===== config.mk =====
export PLATFORM = sky130hd
export DESIGN_NAME = name_value_pair_decoder
export DESIGN_NICKNAME = d
export VERILOG_FILES = /design/src/rtl/core/nvpd_pkg.sv /design/src/rtl/core/nvpd_in_stage.sv /design/src/rtl/core/nvpd_parser.sv /design/src/rtl/core/nvpd_out_stage.sv /design/src/rtl/core/name_value_pair_decoder.sv
export SDC_FILE = /design/constraint.sdc
export NUM_CORES = 1
export LEC_CHECK = 0
export ABC_CLOCK_PERIOD_IN_PS = 3400
export BUFFER_PORTS_ARGS = -buffer_cell sky130_fd_sc_hd__buf_2
export CAP_MARGIN = 25
export CORE_ASPECT_RATIO = 2
export CORE_MARGIN = 2
export CORE_UTILIZATION = 40
export DETAILED_ROUTE_END_ITERATION = 6
export GPL_ROUTABILITY_DRIVEN = 0
export PLACE_DENSITY_LB_ADDON = 0.3
export SLEW_MARGIN = 40
export SYNTH_ARGS = -nofsm -noshare
export SYNTH_HDL_FRONTEND = slang
export SYNTH_SLANG_ARGS = --single-unit
export TNS_END_PERCENT = 1

===== constraint.sdc =====
create_clock -name clk -period 3.4 [get_ports clk]
set_input_delay 0.34 -clock clk [delete_from_list [all_inputs] [get_ports clk]]
set_output_delay 0.34 -clock clk [all_outputs]
set_load 0.02 [all_outputs]

===== src/rtl/core/nvpd_pkg.sv =====
// Shared types and constants for the name-value pair decoder.
package nvpd_pkg;

  localparam int unsigned LEN_W  = 31;
  localparam int unsigned BYTE_W = 8;

  localparam logic [1:0] KIND_LENGTH = 2'd0;
  localparam logic [1:0] KIND_NAME   = 2'd1;
  localparam logic [1:0] KIND_VALUE  = 2'd2;

  typedef enum logic [2:0] {
    PH_NLEN      = 3'd0,
    PH_NLEN_MORE = 3'd1,
    PH_VLEN      = 3'd2,
    PH_VLEN_MORE = 3'd3,
    PH_NAME      = 3'd4,
    PH_VALUE     = 3'd5
  } phase_t;

  typedef struct packed {
    logic [BYTE_W-1:0] data;
    logic              last;
  } in_item_t;

  typedef struct packed {
    logic [1:0]        kind;
    logic [BYTE_W-1:0] data;
    logic              done;
    logic [LEN_W-1:0]  name_len;
    logic [LEN_W-1:0]  value_len;
    logic              trunc;
  } result_t;

endpackage


===== src/rtl/core/nvpd_in_stage.sv =====
// Input register that holds one request until the parser takes it.
module nvpd_in_stage (
  input  logic              clk,
  input  logic              rst,
  input  logic              in_valid,
  output logic              in_stall,
  input  nvpd_pkg::in_item_t in_item,
  input  logic              take,
  output logic              item_valid,
  output nvpd_pkg::in_item_t item
);
  import nvpd_pkg::*;

  logic accept;

  assign in_stall = item_valid && !take;
  assign accept   = in_valid && !in_stall;

  always_ff @(posedge clk) begin
    if (rst) begin
      item_valid <= 1'b0;
    end else if (accept) begin
      item_valid <= 1'b1;
    end else if (take) begin
      item_valid <= 1'b0;
    end
  end

  always_ff @(posedge clk) begin
    if (accept) begin
      item <= in_item;
    end
  end

endmodule


===== src/rtl/core/nvpd_parser.sv =====
// Parse state and the combinational step that decodes one content byte.
module nvpd_parser #(
  parameter int unsigned LENGTH_BITS = 31
) (
  input  logic               clk,
  input  logic               rst,
  input  logic               fire,
  input  nvpd_pkg::in_item_t item,
  output nvpd_pkg::result_t  result
);
  import nvpd_pkg::*;

  localparam logic [LEN_W-1:0] LEN_MAX = LEN_W'((64'd1 << LENGTH_BITS) - 64'd1);

  phase_t                 phase, phase_next;
  logic [1:0]             lbc, lbc_next;
  logic [LEN_W-1:0]       name_len, name_len_next;
  logic [LEN_W-1:0]       value_len, value_len_next;
  logic [LENGTH_BITS-1:0] remaining, remaining_next;

  logic [LEN_W-1:0]       acc;
  logic [LEN_W-1:0]       acc_sat;
  logic [LEN_W-1:0]       body_value;
  logic                   body_start;
  logic [LENGTH_BITS-1:0] rem_dec;
  logic [1:0]             kind;
  logic                   done;
  logic                   trunc;

  always_comb begin
    // The extended-length accumulator serves both name and value lengths.
    if (phase == PH_VLEN_MORE) begin
      acc = {value_len[LEN_W-BYTE_W-1:0], item.data};
    end else begin
      acc = {name_len[LEN_W-BYTE_W-1:0], item.data};
    end
    acc_sat = (acc > LEN_MAX) ? LEN_MAX : acc;
    rem_dec = (remaining != '0) ? remaining - 1'b1 : remaining;

    phase_next     = phase;
    lbc_next       = lbc;
    name_len_next  = name_len;
    value_len_next = value_len;
    remaining_next = remaining;
    kind           = KIND_LENGTH;
    done           = 1'b0;
    body_start     = 1'b0;
    body_value     = value_len;

    unique case (phase)
      PH_NLEN_MORE: begin
        lbc_next = lbc + 2'd1;
        if (lbc == 2'd2) begin
          name_len_next = acc_sat;
          lbc_next      = 2'd0;
          phase_next    = PH_VLEN;
        end else begin
          name_len_next = acc;
        end
      end
      PH_VLEN: begin
        lbc_next = 2'd0;
        if (item.data[BYTE_W-1]) begin
          value_len_next = {{(LEN_W-BYTE_W+1){1'b0}}, item.data[BYTE_W-2:0]};
          phase_next     = PH_VLEN_MORE;
        end else begin
          value_len_next = {{(LEN_W-BYTE_W){1'b0}}, item.data};
          body_value     = value_len_next;
          body_start     = 1'b1;
        end
      end
      PH_VLEN_MORE: begin
        lbc_next = lbc + 2'd1;
        if (lbc == 2'd2) begin
          value_len_next = acc_sat;
          lbc_next       = 2'd0;
          body_value     = acc_sat;
          body_start     = 1'b1;
        end else begin
          value_len_next = acc;
        end
      end
      PH_NAME: begin
        kind = KIND_NAME;
        remaining_next = rem_dec;
        if (rem_dec == '0) begin
          if (value_len != '0) begin
            phase_next     = PH_VALUE;
            remaining_next = value_len[LENGTH_BITS-1:0];
          end else begin
            done = 1'b1;
          end
        end
      end
      PH_VALUE: begin
        kind = KIND_VALUE;
        remaining_next = rem_dec;
        if (rem_dec == '0) begin
          done = 1'b1;
        end
      end
      default: begin
        // The start phase: first byte of the name length.
        value_len_next = '0;
        lbc_next       = 2'd0;
        if (item.data[BYTE_W-1]) begin
          name_len_next = {{(LEN_W-BYTE_W+1){1'b0}}, item.data[BYTE_W-2:0]};
          phase_next    = PH_NLEN_MORE;
        end else begin
          name_len_next = {{(LEN_W-BYTE_W){1'b0}}, item.data};
          phase_next    = PH_VLEN;
        end
      end
    endcase

    // Both lengths known: go to the name, the value, or finish an empty pair.
    if (body_start) begin
      if (name_len != '0) begin
        phase_next     = PH_NAME;
        remaining_next = name_len[LENGTH_BITS-1:0];
      end else if (body_value != '0) begin
        phase_next     = PH_VALUE;
        remaining_next = body_value[LENGTH_BITS-1:0];
      end else begin
        done = 1'b1;
      end
    end

    if (done) begin
      phase_next     = PH_NLEN;
      lbc_next       = 2'd0;
      remaining_next = '0;
    end

    trunc = item.last && !done;

    result.kind      = kind;
    result.data      = item.data;
    result.done      = done;
    result.name_len  = name_len_next;
    result.value_len = value_len_next;
    result.trunc     = trunc;
  end

  always_ff @(posedge clk) begin
    if (rst) begin
      phase     <= PH_NLEN;
      lbc       <= 2'd0;
      name_len  <= '0;
      value_len <= '0;
      remaining <= '0;
    end else if (fire) begin
      if (trunc) begin
        // Content ended inside a pair: start over for the next record.
        phase     <= PH_NLEN;
        lbc       <= 2'd0;
        name_len  <= '0;
        value_len <= '0;
        remaining <= '0;
      end else begin
        phase     <= phase_next;
        lbc       <= lbc_next;
        name_len  <= name_len_next;
        value_len <= value_len_next;
        remaining <= remaining_next;
      end
    end
  end

`ifndef SYNTHESIS
  a_trunc_restarts: assert property (@(posedge clk) disable iff (rst)
    fire && result.trunc |=> phase == PH_NLEN && name_len == '0)
    else $error("parser did not restart after truncated content");

  a_done_restarts: assert property (@(posedge clk) disable iff (rst)
    fire && result.done |=> phase == PH_NLEN && remaining == '0)
    else $error("parser did not return to start after a finished pair");

  a_body_nonempty: assert property (@(posedge clk) disable iff (rst)
    (phase == PH_NAME || phase == PH_VALUE) |-> remaining != '0)
    else $error("name or value phase with no bytes remaining");

  a_count_in_ext: assert property (@(posedge clk) disable iff (rst)
    lbc != 2'd0 |-> (phase == PH_NLEN_MORE || phase == PH_VLEN_MORE))
    else $error("length byte count set outside an extended length");
`endif

endmodule


===== src/rtl/core/nvpd_out_stage.sv =====
// Result register that holds one decoded byte until downstream takes it.
module nvpd_out_stage (
  input  logic              clk,
  input  logic              rst,
  input  logic              load,
  input  nvpd_pkg::result_t result,
  output logic              ready,
  output logic              out_valid,
  input  logic              out_stall,
  output nvpd_pkg::result_t held
);
  import nvpd_pkg::*;

  assign ready = !out_valid || !out_stall;

  always_ff @(posedge clk) begin
    if (rst) begin
      out_valid <= 1'b0;
    end else if (ready) begin
      out_valid <= load;
    end
  end

  always_ff @(posedge clk) begin
    if (load) begin
      held <= result;
    end
  end

endmodule


===== src/rtl/core/name_value_pair_decoder.sv =====
// A byte is held in the input register, parsed, and its result registered in the output stage.
// Throughput: one byte per cycle while the output is not stalled; the parse state updates once per byte.
// The input register accepts a new byte while a finished result waits at the output.
// Reset clears both stage valids and puts the parser in its start phase with zero lengths.
// Truncated content also returns the parser to that start state.
module name_value_pair_decoder #(
  parameter int unsigned LENGTH_BITS = 31
) (
  input  logic        clk,
  input  logic        rst,
  input  logic        in_valid,
  output logic        in_stall,
  input  logic [7:0]  data_byte,
  input  logic        last_byte,
  output logic        out_valid,
  input  logic        out_stall,
  output logic [1:0]  byte_kind,
  output logic [7:0]  data_out,
  output logic        pair_done,
  output logic [30:0] name_length,
  output logic [30:0] value_length,
  output logic        truncated
);
  import nvpd_pkg::*;

  in_item_t in_item;
  in_item_t item;
  logic     item_valid;
  logic     out_ready;
  logic     fire;
  result_t  result;
  result_t  held;

  assign in_item.data = data_byte;
  assign in_item.last = last_byte;
  assign fire = item_valid && out_ready;

  nvpd_in_stage u_in_stage (
    .clk        (clk),
    .rst        (rst),
    .in_valid   (in_valid),
    .in_stall   (in_stall),
    .in_item    (in_item),
    .take       (fire),
    .item_valid (item_valid),
    .item       (item)
  );

  nvpd_parser #(
    .LENGTH_BITS (LENGTH_BITS)
  ) u_parser (
    .clk    (clk),
    .rst    (rst),
    .fire   (fire),
    .item   (item),
    .result (result)
  );

  nvpd_out_stage u_out_stage (
    .clk       (clk),
    .rst       (rst),
    .load      (fire),
    .result    (result),
    .ready     (out_ready),
    .out_valid (out_valid),
    .out_stall (out_stall),
    .held      (held)
  );

  assign byte_kind    = held.kind;
  assign data_out     = held.data;
  assign pair_done    = held.done;
  assign name_length  = held.name_len;
  assign value_length = held.value_len;
  assign truncated    = held.trunc;

endmodule


; ---- Word-level counts from Yosys, hierarchy flattened
; Cells that the tools add are included.
[classes]
n_addsub = 2
reduce_logical = 22
mux = 47
magnitude_cmp = 1
n_eq_ne = 7
[op_table]
columns = op, count
row1 = $mux W31, 15
row2 = $pmux W31 S2, 3
row3 = $reduce_bool A31 Y1, 4
row4 = $pmux W31 S3, 1
row5 = $gt A31 B31 Y1 const B, 1
row6 = $logic_not A31 Y1, 1
row7 = $sub A31 B1 Y31 const B, 1
row8 = $mux W3, 9
row9 = $pmux W3 S4, 1
row10 = $mux W1, 10
row11 = $mux W2, 4
row12 = $pmux W2 S2, 2
row13 = $eq A3 B2 Y1 const B, 2
row14 = $eq A3 B3 Y1 const B, 2
row15 = $reduce_or A2 Y1, 3
row16 = $logic_not A1 Y1, 5
row17 = $logic_and A1 B1 Y1, 4
row18 = $pmux W1 S2, 2
row19 = $reduce_or A4 Y1, 1
row20 = $eq A3 B1 Y1 const B, 1
row21 = $ne A3 B1 Y1 const B, 1
row22 = $reduce_or A3 Y1, 1
row23 = $add A2 B1 Y2 const B, 1
row24 = $eq A2 B2 Y1 const B, 1
row25 = other kinds (3), 3
[word_totals]
inputBits = 13
reg_bits = 183
word_cells = 94

; ---- Longest topological paths before layout
; Gate-level depths: netlist of run 1.
[depth]
word_depth = 14
mapped_depth = 15
depth_no_buf = 12

; ---- Cells and area by module
; From an unflattened synthesis of run 1, not the netlist that was laid out.
[hier_totals]
hier_cells = 1099
hier_area_um2 = 9883.2
[modules_own_cells]
columns = module, instances, seq_area_each_um2, cells_each, area_each_um2
row1 = nvpd_parser, 1, 1961.9, 1007, 7302.0
row2 = nvpd_out_stage, 1, 2242.2, 78, 2254.7
row3 = nvpd_in_stage, 1, 290.3, 13, 320.3
row4 = name_value_pair_decoder, 1, 0.0, 1, 6.3

; ---- Least setup slack after synthesis of run 1
; OpenSTA, ideal clock, no wires.
[synth_timing]
path_type = flip-flop to flip-flop
start = register u_out_stage.out_valid
end = register u_parser.remaining[24]
setup_time_ns = 0.118
path_buffers = 1
t_arrival_ns = 3.535
setup_slack_ns = -0.253
period_less_slack_ns = 3.653
path_stages_with_launch = 7
path_cell_list = dfxtp_1 -> nand2_1 -> nand2_1 -> inv_1 -> clkbuf_1 -> nand3_1 -> a32o_1
[synth_between]
elab_chain_cells = 3
[synth_lines]
columns = item, line
row1 = from (decl), nvpd_out_stage.sv:8  ; output logic out_valid,
row2 = from (signal assigned), nvpd_out_stage.sv:20  ; out_valid <= load;
row3 = $logic_not A1 Y1, nvpd_out_stage.sv:14  ; assign ready = !out_valid || !out_stall;
row4 = $logic_or A1 B1 Y1, nvpd_out_stage.sv:14
row5 = $logic_and A1 B1 Y1, name_value_pair_decoder.sv:36  ; assign fire = item_valid && out_ready;
row6 = net fire, name_value_pair_decoder.sv:30  ; logic fire;
row7 = to (signal assigned), nvpd_parser.sv:165  ; remaining <= remaining_next;
row8 = to (decl), nvpd_parser.sv:19  ; logic [LENGTH_BITS-1:0] remaining, remaining_next;
; The timed path passes the listed nets, and every way through them passes these cells.
; A chain may end at the register's enable or synchronous reset.

==> flow_summary.toml, run 1 <==
[floorplanning]
num_io_pins = 89
core_area_um2 = 22540
initial_core_util_pct = 40.34
core.rowCount = 78
die-area_um2 = 24030
die_y_um = 217.3
die_x_um = 110.6

[routing]
drc = 0
vias = 8810
drt_iter0_markers = 652
detail-route-antenna-nets = 0
drt_wl_total_um = 33000
firstDrtPassIters = 5
viasPerCell = 6.231
wl_per_cell_um = 23.34

[synth]
avgSynthCellArea_um2 = 10.01
netlist-cell-type-count = 84
ys_top_cells_by_area = "edfxtp_1 27%, dfxtp_1 22%, a22o_1 11%, nand2_1 3.1%, a21oi_1 3.0%"
syn_inst = 909
yosysSeqAreaShare_pct = 49.42
synthFlopType = "dfxtp_1"
ys_ff_latch = 183
yosys.area.top_type_share_pct = 27.40
synth-async-reset-ratio_pct = 0
synthesis.area_um2 = 9095
synth-edff-count = 83
synth_nets = 924
yosysTopAreaCell = "edfxtp_1"
synth_warnings = 0

[sta]
finalSetupViolCount = 100
clock.fmax_mhz = 265.3
max-slew-margin-rel_pct = 47.45
finalSetupTns_ns = -27.27
finalCritPeriodShare_pct = 110.9
worst_hold_slack_ns = 0.05547
drv_slew = 0
hold_viol = 0
clock_skew_ns = 0.01167
min_period_ns = 3.769
tightest_slew_ns = 0.7866
fin_ws_ns = -0.3693
rsz0062_at_grt = "yes"

[clocking]
numCtsBuffers = 17
clk_latency_ns = 0.46
htreeDepth = 4
clkTransAtPathRegs_ns = 0.07
cts-root-buf = "clkbuf_16"
clk_path_buf_depth = 2
cts_tree = "yes"
cts.sinks = 183

[global_routing]
busiest_layer = "met2"
grt_start_max_net_pins = 59
grt_use_met2_pct = 47.85
grt_pass1_wl_um = 49760
track_usage_pct = 27.09
antenna_found_initial = 0
use_met3_pct = 4.288
grt_util_met1_pct = 27.53
grt.overflow.total = 0
grt_pass1_vias = 8646

[power_and_ir_drop]
share_comb_of_total_power_pct = 9.2
switching_share_pct = 24.82
cellLeakagePower_nw = 4.741
total_power_mw = 5.011
p_switching_mw = 1.244
p_seq_share_pct = 47.3
power.density_nw_per_um2 = 423.2
clockPowerShare_pct = 43.5
peakVddDrop_v = 0.0004622
internal_power_mw = 3.767

[final_layout]
drive_gt1_share_pct = 31.66
finalNetCount = 1136
seqCellArea_um2 = 4494
multiInputGateArea_um2 = 4424
area_growth_pct = 30.20
n_antenna_cell = 0
postLayoutCellArea_um2 = 11840
fillCellCount = 2029

[min_path]
min_to = "u_in_stage.item[7]"
min_path_cells = 1
hold_class = "in -> reg"
min-delay-start = "data_byte[6]"

[critical_path]
critPathArrivalTime_ns = 4.11
rrSetupSlack_ns = -0.37
max_stage_delay_ns = 0.53
worstReg2RegStart = "u_parser.remaining[18]"
reg2reg_to = "u_parser.name_len[24]"
cp_cell_sequence = "or4_4 > or4b_4 > or3_4 > buf_6 > mux2i_4 > and4_4 > and4_4 > a41oi_2 > and2_4 > nor3_4 > buf_12 > buf_12 > buf_16 > a22o_1"
critPathKind = "reg -> reg"
cp_slowest_cell = "or4_4"
rr_worst_depth = 14
start_kind = "flip-flop"
critPathRequiredTime_ns = 3.74
worst-path-max-fanout = 16
end_kind = "flip-flop"

[job]
cap_violations = 0

[outcome]
violations = "setup timing"
run_status = "finished with violations"

[placed_design]
hpwl_um = 24240
dpl-instance-area_um2 = 10830
post-place-ws_ns = -0.6836
io_buffers = 88
[per-stage QoR]
| step | instances | util (%) |
|---|---|---|
| after detailed placement | 1371 | 48.02 |
| final | 1414 | 52.53 |
| after floorplan | 909 | - |
| after CTS | 1412 | 52.12 |
| after global placement | 1371 | 48.02 |
| after global routing | 1414 | 52.53 |
[placed cells by master, fill, tap and decap left out, types with 9 or more instances in the layout]
master | synthesis | layout
a21oi_1 | 55 | 53
a22o_1 | 118 | 118
buf_2 | 10 | 88
buf_4 | 1 | 168
clkbuf_16 | 0 | 17
dfxtp_1 | 100 | 100
edfxtp_1 | 83 | 83
inv_1 | 13 | 12
nand2_1 | 75 | 75
nand2b_1 | 12 | 12
nand3_1 | 22 | 22
nand4_1 | 13 | 13
nor2_1 | 65 | 63
nor2b_1 | 9 | 9
nor3_1 | 26 | 24
nor4_1 | 31 | 28
o211ai_1 | 9 | 9
o21ai_0 | 24 | 21
or3_1 | 12 | 11
xnor2_1 | 9 | 9
[registers in the layout, summed over array words and instances (netlist names)]
register               flops
u_in_stage.item            9
u_parser.phase             3
u_out_stage.held          74
u_parser.value_len        31
u_parser.lbc               2
u_parser.remaining        31
u_in_stage.item_valid      1
u_out_stage.out_valid      1
u_parser.name_len         31
[power groups by stage]
stage / registers [mW] / clock network (mW) / logic (mW)
6_report: 2.37 / 2.18 / 0.459
5_1_grt: 2.38 / 2.27 / 0.482
4_1_cts: 2.37 / 2.20 / 0.437
3_5_place_dp: 2.42 / 0 / 0.402
3_3_place_gp: 2.42 / 0 / 0.397
2_1_floorplan: 2.46 / 0 / 0.188
[per-layer routing]
metal	part of all wire, %	wire (um)
met1	34	11170
met2	52	17010
met3	5.3	1749
met4	9.3	3068
met5	0	0
[how the worst max path moves through the flow]
| stage | from | endpoint | slack [ns] | depth (start not counted) |
|---|---|---|---|---|
| final | u_parser.remaining[18] | u_parser.name_len[24] | -0.37 | 14 |
| after global routing | u_parser.remaining[18] | u_parser.name_len[13] | -0.47 | 14 |
| after CTS | u_parser.remaining[18] | u_parser.name_len[14] | -0.36 | 14 |
| after detailed placement | u_parser.remaining[0] | u_out_stage.held[63] | -0.68 | 13 |
| after global placement | u_parser.remaining[18] | u_out_stage.held[63] | -0.70 | 9 |
| after floorplan | u_parser.remaining[18] | u_parser.remaining[24] | -0.22 | 14 |
[cells in the mapped netlist, drive strengths merged, types with 4 or more instances]
master,n
a22o,118
dfxtp,100
edfxtp,83
nand2,75
nor2,66
a21oi,55
clkbuf,49
nor4,33
nor3,28
o21ai,28
buf,24
nand3,22
nand4,14
inv,13
nand2b,12
or3,12
a31oi,10
nor2b,9
nor3b,9
o211ai,9
xnor2,9
a32o,8
and3,7
mux2,7
or4,7
a211oi,6
o2111ai,6
o22ai,6
o31ai,6
xor2,6
o221ai,5
a211o,4
and2,4
o21a,4
[critical path: cells and delay by family (launching register included)]
| kind | cells | cell delay, ns |
|---|---|---|
| mux | 1 | 0.19 |
| flops | 1 | 0.31 |
| buf+inv | 4 | 0.57 |
| compound gates | 2 | 0.43 |
| simple gates | 7 | 2.13 |
[kinds of logic (layout without fill, tap and decap cells)]
group | after synthesis | in the layout | synth area share (%)
compound gates | 297 | 297 | 24.54
fa+ha+maj | 2 | 2 | 0.2751
flops | 183 | 183 | 49.42
simple gates | 317 | 317 | 18.83
mux | 9 | 9 | 1.087
xor+xnor | 15 | 15 | 1.445
buf+inv | 86 | 311 | 4.402
[cell type report]
type / count / share of cell area [%]
flip-flops and latches: 183 / 37.95
multi-input cells: 640 / 37.36
repair buffers: 266 / 15.88
clock buffers: 17 / 3.593
well taps: 280 / 2.959
clock inverters: 15 / 1.828
inverters: 13 / 0.4227
[repair_timing]
item / 4_1_cts / 5_1_grt
setup endpoints to repair: 100 / 100
setup buffers: 7 / 2
cloned: 2 / 0
pin swaps: 39 / 29
gates resized for setup: 32 / 17
hold buffers: 0 / 0
No activity file was read; power rests on OpenSTA's default activity.
==> run 2: changes to the inputs <==
- CTS_BUF_LIST: not set -> sky130_fd_sc_hd__clkbuf_8
==> run 2 against run 1 <==
- the flow still finishes with violations (setup timing)
- critical path type unchanged
- worst hold slack got worse by 0.0080 ns
- via count rose by 0.89%
- highest routed layer unchanged
- final area rose by 0.33%
==> flow_summary.toml, run 2 (synthesis gave the netlist of run 1 again) <==
[floorplanning]
die_x_um = 110.6
die-area_um2 = 24030
die_y_um = 217.3
core.rowCount = 78
num_io_pins = 89
initial_core_util_pct = 40.34
core_area_um2 = 22540

[routing]
firstDrtPassIters = 5
vias = 8888
wl_per_cell_um = 23.35
drt_iter0_markers = 816
drc = 0
drt_wl_total_um = 33350
detail-route-antenna-nets = 0
viasPerCell = 6.224

[final_layout]
final_common_cell = "buf_4"
area_growth_pct = 30.62
drive_gt1_share_pct = 32.14
stdcell_count = 1428
mostFrequentLayoutCells = "166 x buf_4, 118 x a22o_1, 99 x dfxtp_1"
regMostFlops = "u_out_stage.held"
n_antenna_cell = 0
postLayoutCellArea_um2 = 11880
finalNetCount = 1150
largest_reg_flops = 74

[power_and_ir_drop]
peakVddDrop_v = 0.0003166
power.density_nw_per_um2 = 382.2
share_comb_of_total_power_pct = 10.7
internal_power_mw = 3.355
p_switching_mw = 1.186
switching_share_pct = 26.12
p_seq_share_pct = 52.2
cellLeakagePower_nw = 4.735
clockPowerShare_pct = 37.1

[sta]
rsz0062_at_grt = "yes"
hold_viol = 0
worst_hold_slack_ns = 0.04748
fin_ws_ns = -0.3428
drv_slew = 0
clock_skew_ns = 0.01491
finalCritPeriodShare_pct = 110.1
clock.fmax_mhz = 267.2
min_period_ns = 3.743
tightest_slew_ns = 0.8247
max-slew-margin-rel_pct = 44.90
finalSetupViolCount = 99

[min_path]
hold_class = "in -> reg"

[clocking]
htreeDepth = 4
clk_latency_ns = 0.52
clkTransAtPathRegs_ns = 0.10
cts-root-buf = "clkbuf_8"
numCtsBuffers = 17
cts.sinks = 183
cts_tree = "yes"
clk_path_buf_depth = 2

[critical_path]
critPathArrivalTime_ns = 4.16
end_kind = "flip-flop"
critPathKind = "reg -> reg"
critPathRequiredTime_ns = 3.81
worst-path-max-fanout = 4
start_kind = "flip-flop"

[placed_design]
io_buffers = 88
hpwl_um = 24240
post-place-ws_ns = -0.6836
dp.cells = 1371
dpl-instance-area_um2 = 10830

[outcome]
run_status = "finished with violations"
violations = "setup timing"

[global_routing]
grt_pass1_wl_um = 49580
grt_pass1_vias = 8666
track_usage_pct = 27.03
grt_start_max_net_pins = 59
grt.overflow.total = 0
antenna_found_initial = 0

[job]
cap_violations = 0
[run 2: cell count changes in the layout (fill, tap and decap cells not counted), sizes merged]
cell         before  now
dlygate4sd3       0    9
clkbuf           17   20
buf             266  268
[run 2: final timing paths]
check	slack [ns]	endpoint	cells past startpoint	startpoint
setup reg to reg	-0.34	u_parser.remaining[5]	13	u_parser.remaining[18]
hold / removal	0.05	u_in_stage.item_valid	3	in_valid
hold reg to reg	0.50	u_out_stage.out_valid	2	u_in_stage.item_valid
setup / recovery	-0.34	u_parser.remaining[5]	13	u_parser.remaining[18]
[run 2: per-layer routing]
metal / wire length, um / global-route usage (%) / up-vias / part of all wire (%)
li1: - / - / 3992 / -
met1: 11320 / 27.26 / 4266 / 34
met2: 16820 / 47.01 / 447 / 50
met3: 1826 / 4.790 / 183 / 5.5
met4: 3376 / 24.50 / 0 / 10
met5: 0 / 0 / - / 0
[run 2: worst max-delay path: stages (launching register included)]
cell and delay [ns]:
dfxtp_1 0.32, or4_4 0.53, or4b_4 0.51, or3_4 0.38, buf_6 0.15, mux2i_4 0.18
and4_4 0.23, and4_4 0.23, buf_12 0.13, and3_2 0.25, buf_4 0.16, a21o_1 0.16
nand2b_1 0.14, a32o_1 0.27
[run 2: through the flow]
step                power, mW  utilization (%)  TNS [ns]
global placement        2.817            48.02    -41.33
finish                  4.541            52.70    -26.70
detailed placement      2.824            48.02    -45.31
global route            4.656            52.70    -36.03
CTS                     4.544            51.47    -31.66
floorplan               2.653                -    -16.42
[run 2: layout make-up]
| cell class | count | area, um2 |
|---|---|---|
| clock buffer | 17 | 234.0 |
| clock inverter | 15 | 216.5 |
| fill | 2019 | 10660 |
| inverter | 13 | 50.05 |
| multi-input combinational | 640 | 4466 |
| sequential | 183 | 4496 |
| tap | 280 | 350.3 |
| timing repair buffer | 280 | 2068 |
[run 2: what timing repair did]
item,4_1_cts,5_1_grt
pin swaps,18,14
resized for setup,29,32
cloned,2,4
setup endpoints to repair,100,100
buffers inserted,5,6
hold buffers,9,0
endpoints found under the hold margin,9,0
[run 2: power by group through the flow]
stage,clock network (mW),registers (mW),logic [mW]
global placement,0,2.42,0.397
global route,1.77,2.38,0.508
finish,1.68,2.37,0.486
floorplan,0,2.46,0.188
CTS,1.72,2.37,0.449
detailed placement,0,2.42,0.402
==> run 3: changes to the inputs <==
- ABC_CLOCK_PERIOD_IN_PS: 3400 -> 3860
- clock period: 3.4 -> 3.86 ns (I/O delays scaled with it)
==> run 3 against run 2 <==
- the run still ends with setup timing left
- final cell count fell by 3.4%
- sequential share of layout area rose by 1.9 points
- clock skew rose by 0.0096 ns
- setup slack improved by 0.34 ns
- die area did not move
- core utilization fell by 2.6 points
- clock power fell by 22%
- maximum frequency fell by 3.1%
- via count fell by 3.0%
- global-route usage fell by 1.3 points
- critical path type unchanged
- critical endpoint is now u_parser.name_len[9]
- largest cell class unchanged
==> flow_summary.toml, run 3 (synthesis gave the netlist of run 1 again) <==
[final_layout]
drive_gt1_share_pct = 28.84
final_common_cell = "buf_4"
finalNetCount = 1101
multiInputGateArea_um2 = 4410
seqCellArea_um2 = 4497
regMostFlops = "u_out_stage.held"
area_growth_pct = 24.27
postLayoutCellArea_um2 = 11300
mostFrequentLayoutCells = "137 x buf_4, 118 x a22o_1, 98 x dfxtp_1"
fillCellCount = 2047
largest_reg_flops = 74

[routing]
detail-route-antenna-nets = 0
vias = 8622
viasPerCell = 6.248
wl_per_cell_um = 23.29
drt_iter0_markers = 666
drc = 0
drt_wl_total_um = 32140
firstDrtPassIters = 6

[power_and_ir_drop]
cellLeakagePower_nw = 4.454
peakVddDrop_v = 0.0003677
power.density_nw_per_um2 = 333.0

[clocking]
htreeDepth = 4
cts-root-buf = "clkbuf_8"
cts.sinks = 183
clkTransAtPathRegs_ns = 0.09
numCtsBuffers = 17
cts_tree = "yes"
clk_latency_ns = 0.51
clk_path_buf_depth = 2

[outcome]
violations = "setup timing"
run_status = "finished with violations"

[floorplanning]
core.rowCount = 78
die-area_um2 = 24030
initial_core_util_pct = 40.34
die_y_um = 217.3
core_area_um2 = 22540
num_io_pins = 89
die_x_um = 110.6

[sta]
drv_slew = 0
clock_skew_ns = 0.02456
tightest_slew_ns = 0.7614
hold_viol = 0
worst_hold_slack_ns = 0.06350
min_period_ns = 3.861
finalCritPeriodShare_pct = 100.0
clock.fmax_mhz = 259.0
max-slew-margin-rel_pct = 49.13
finalSetupViolCount = 1
fin_ws_ns = -0.0006866
rsz0062_at_grt = "yes"

[min_path]
min_path_cells = 1
hold_class = "in -> reg"

[global_routing]
grt.overflow.total = 0
track_usage_pct = 25.75
grt_start_max_net_pins = 64
grt_pass1_vias = 8312
antenna_found_initial = 1
grt_pass1_wl_um = 47440

[job]
cap_violations = 0

[critical_path]
critPathRequiredTime_ns = 4.30
rr_worst_depth = 14
critPathKind = "reg -> reg"
start_kind = "flip-flop"
worst-path-max-fanout = 15
critPathArrivalTime_ns = 4.30
end_kind = "flip-flop"

[placed_design]
post-place-ws_ns = -0.4152
dpl-instance-area_um2 = 10640
hpwl_um = 23880
io_buffers = 88
==> run 3: cell count changes in the layout (fill, tap and decap cells not counted), moves of 3 or more <==
cell,delta
buf_6,-9
nor4_1,+3
buf_4,-29
dlygate4sd3_1,-9
==> run 3: cell type report <==
type / instances / share of cell area [%]
timing repair buffer: 231 / 14.21
clock inverter: 15 / 1.340
antenna: 1 / 0.02214
clock buffer: 17 / 2.070
sequential: 183 / 39.79
tap: 280 / 3.100
inverter: 13 / 0.4428
multi-input combinational: 640 / 39.02
==> run 3: power breakdown <==
group	internal [mW]	switching, mW	leakage [nW]
clock	0.577	0.729	0.199
sequential	2.07	0.0266	1.60
combinational	0.130	0.235	2.66
==> run 3: worst paths after layout <==
path                                             start               endpoint  slack (ns)
worst max-delay path            u_parser.remaining[18]   u_parser.name_len[9]     -0.0007
worst min-delay path                      data_byte[1]     u_in_stage.item[2]        0.06
worst max register to register  u_parser.remaining[18]   u_parser.name_len[9]     -0.0007
worst min register to register   u_in_stage.item_valid  u_out_stage.out_valid        0.51
==> run 3: timing repair <==
| item | 4_1_cts | 5_1_grt |
|---|---|---|
| gates cloned | 0 | 2 |
| endpoints found under the setup margin | 83 | 89 |
| resized for setup | 13 | 25 |
| pin swaps | 2 | 23 |
| setup buffers | 0 | 6 |
| hold buffers | 0 | 0 |
==> run 3: through the flow <==
step	setup TNS [ns]	cells	util [%]	total power, mW
2_1_floorplan	0	909	-	2.339
4_1_cts	0	1371	49.20	3.764
3_3_place_gp	-1.777	1338	47.03	2.465
5_1_grt	-2.733	1380	50.13	3.868
3_5_place_dp	-4.991	1339	47.18	2.473
6_report	-0.0006866	1380	50.13	3.763
==> run 3: critical path: stages (launching register included) <==
cell       delay [ns]
dfxtp_1          0.32
or4_4            0.54
or4b_4           0.54
or3_4            0.40
buf_4            0.16
buf_4            0.13
a21oi_1          0.11
and4_1           0.21
and4_4           0.28
a41oi_4          0.15
and2_4           0.21
nor3_4           0.18
buf_4            0.22
clkbuf_16        0.20
a22o_1           0.14
==> run 3: routing by layer <==
| layer | wire length [um] | global-route usage, % |
|---|---|---|
| met1 | 10900 | 25.88 |
| met2 | 16580 | 45.99 |
| met3 | 1586 | 4.010 |
| met4 | 3078 | 21.88 |
| met5 | 0 | 0 |
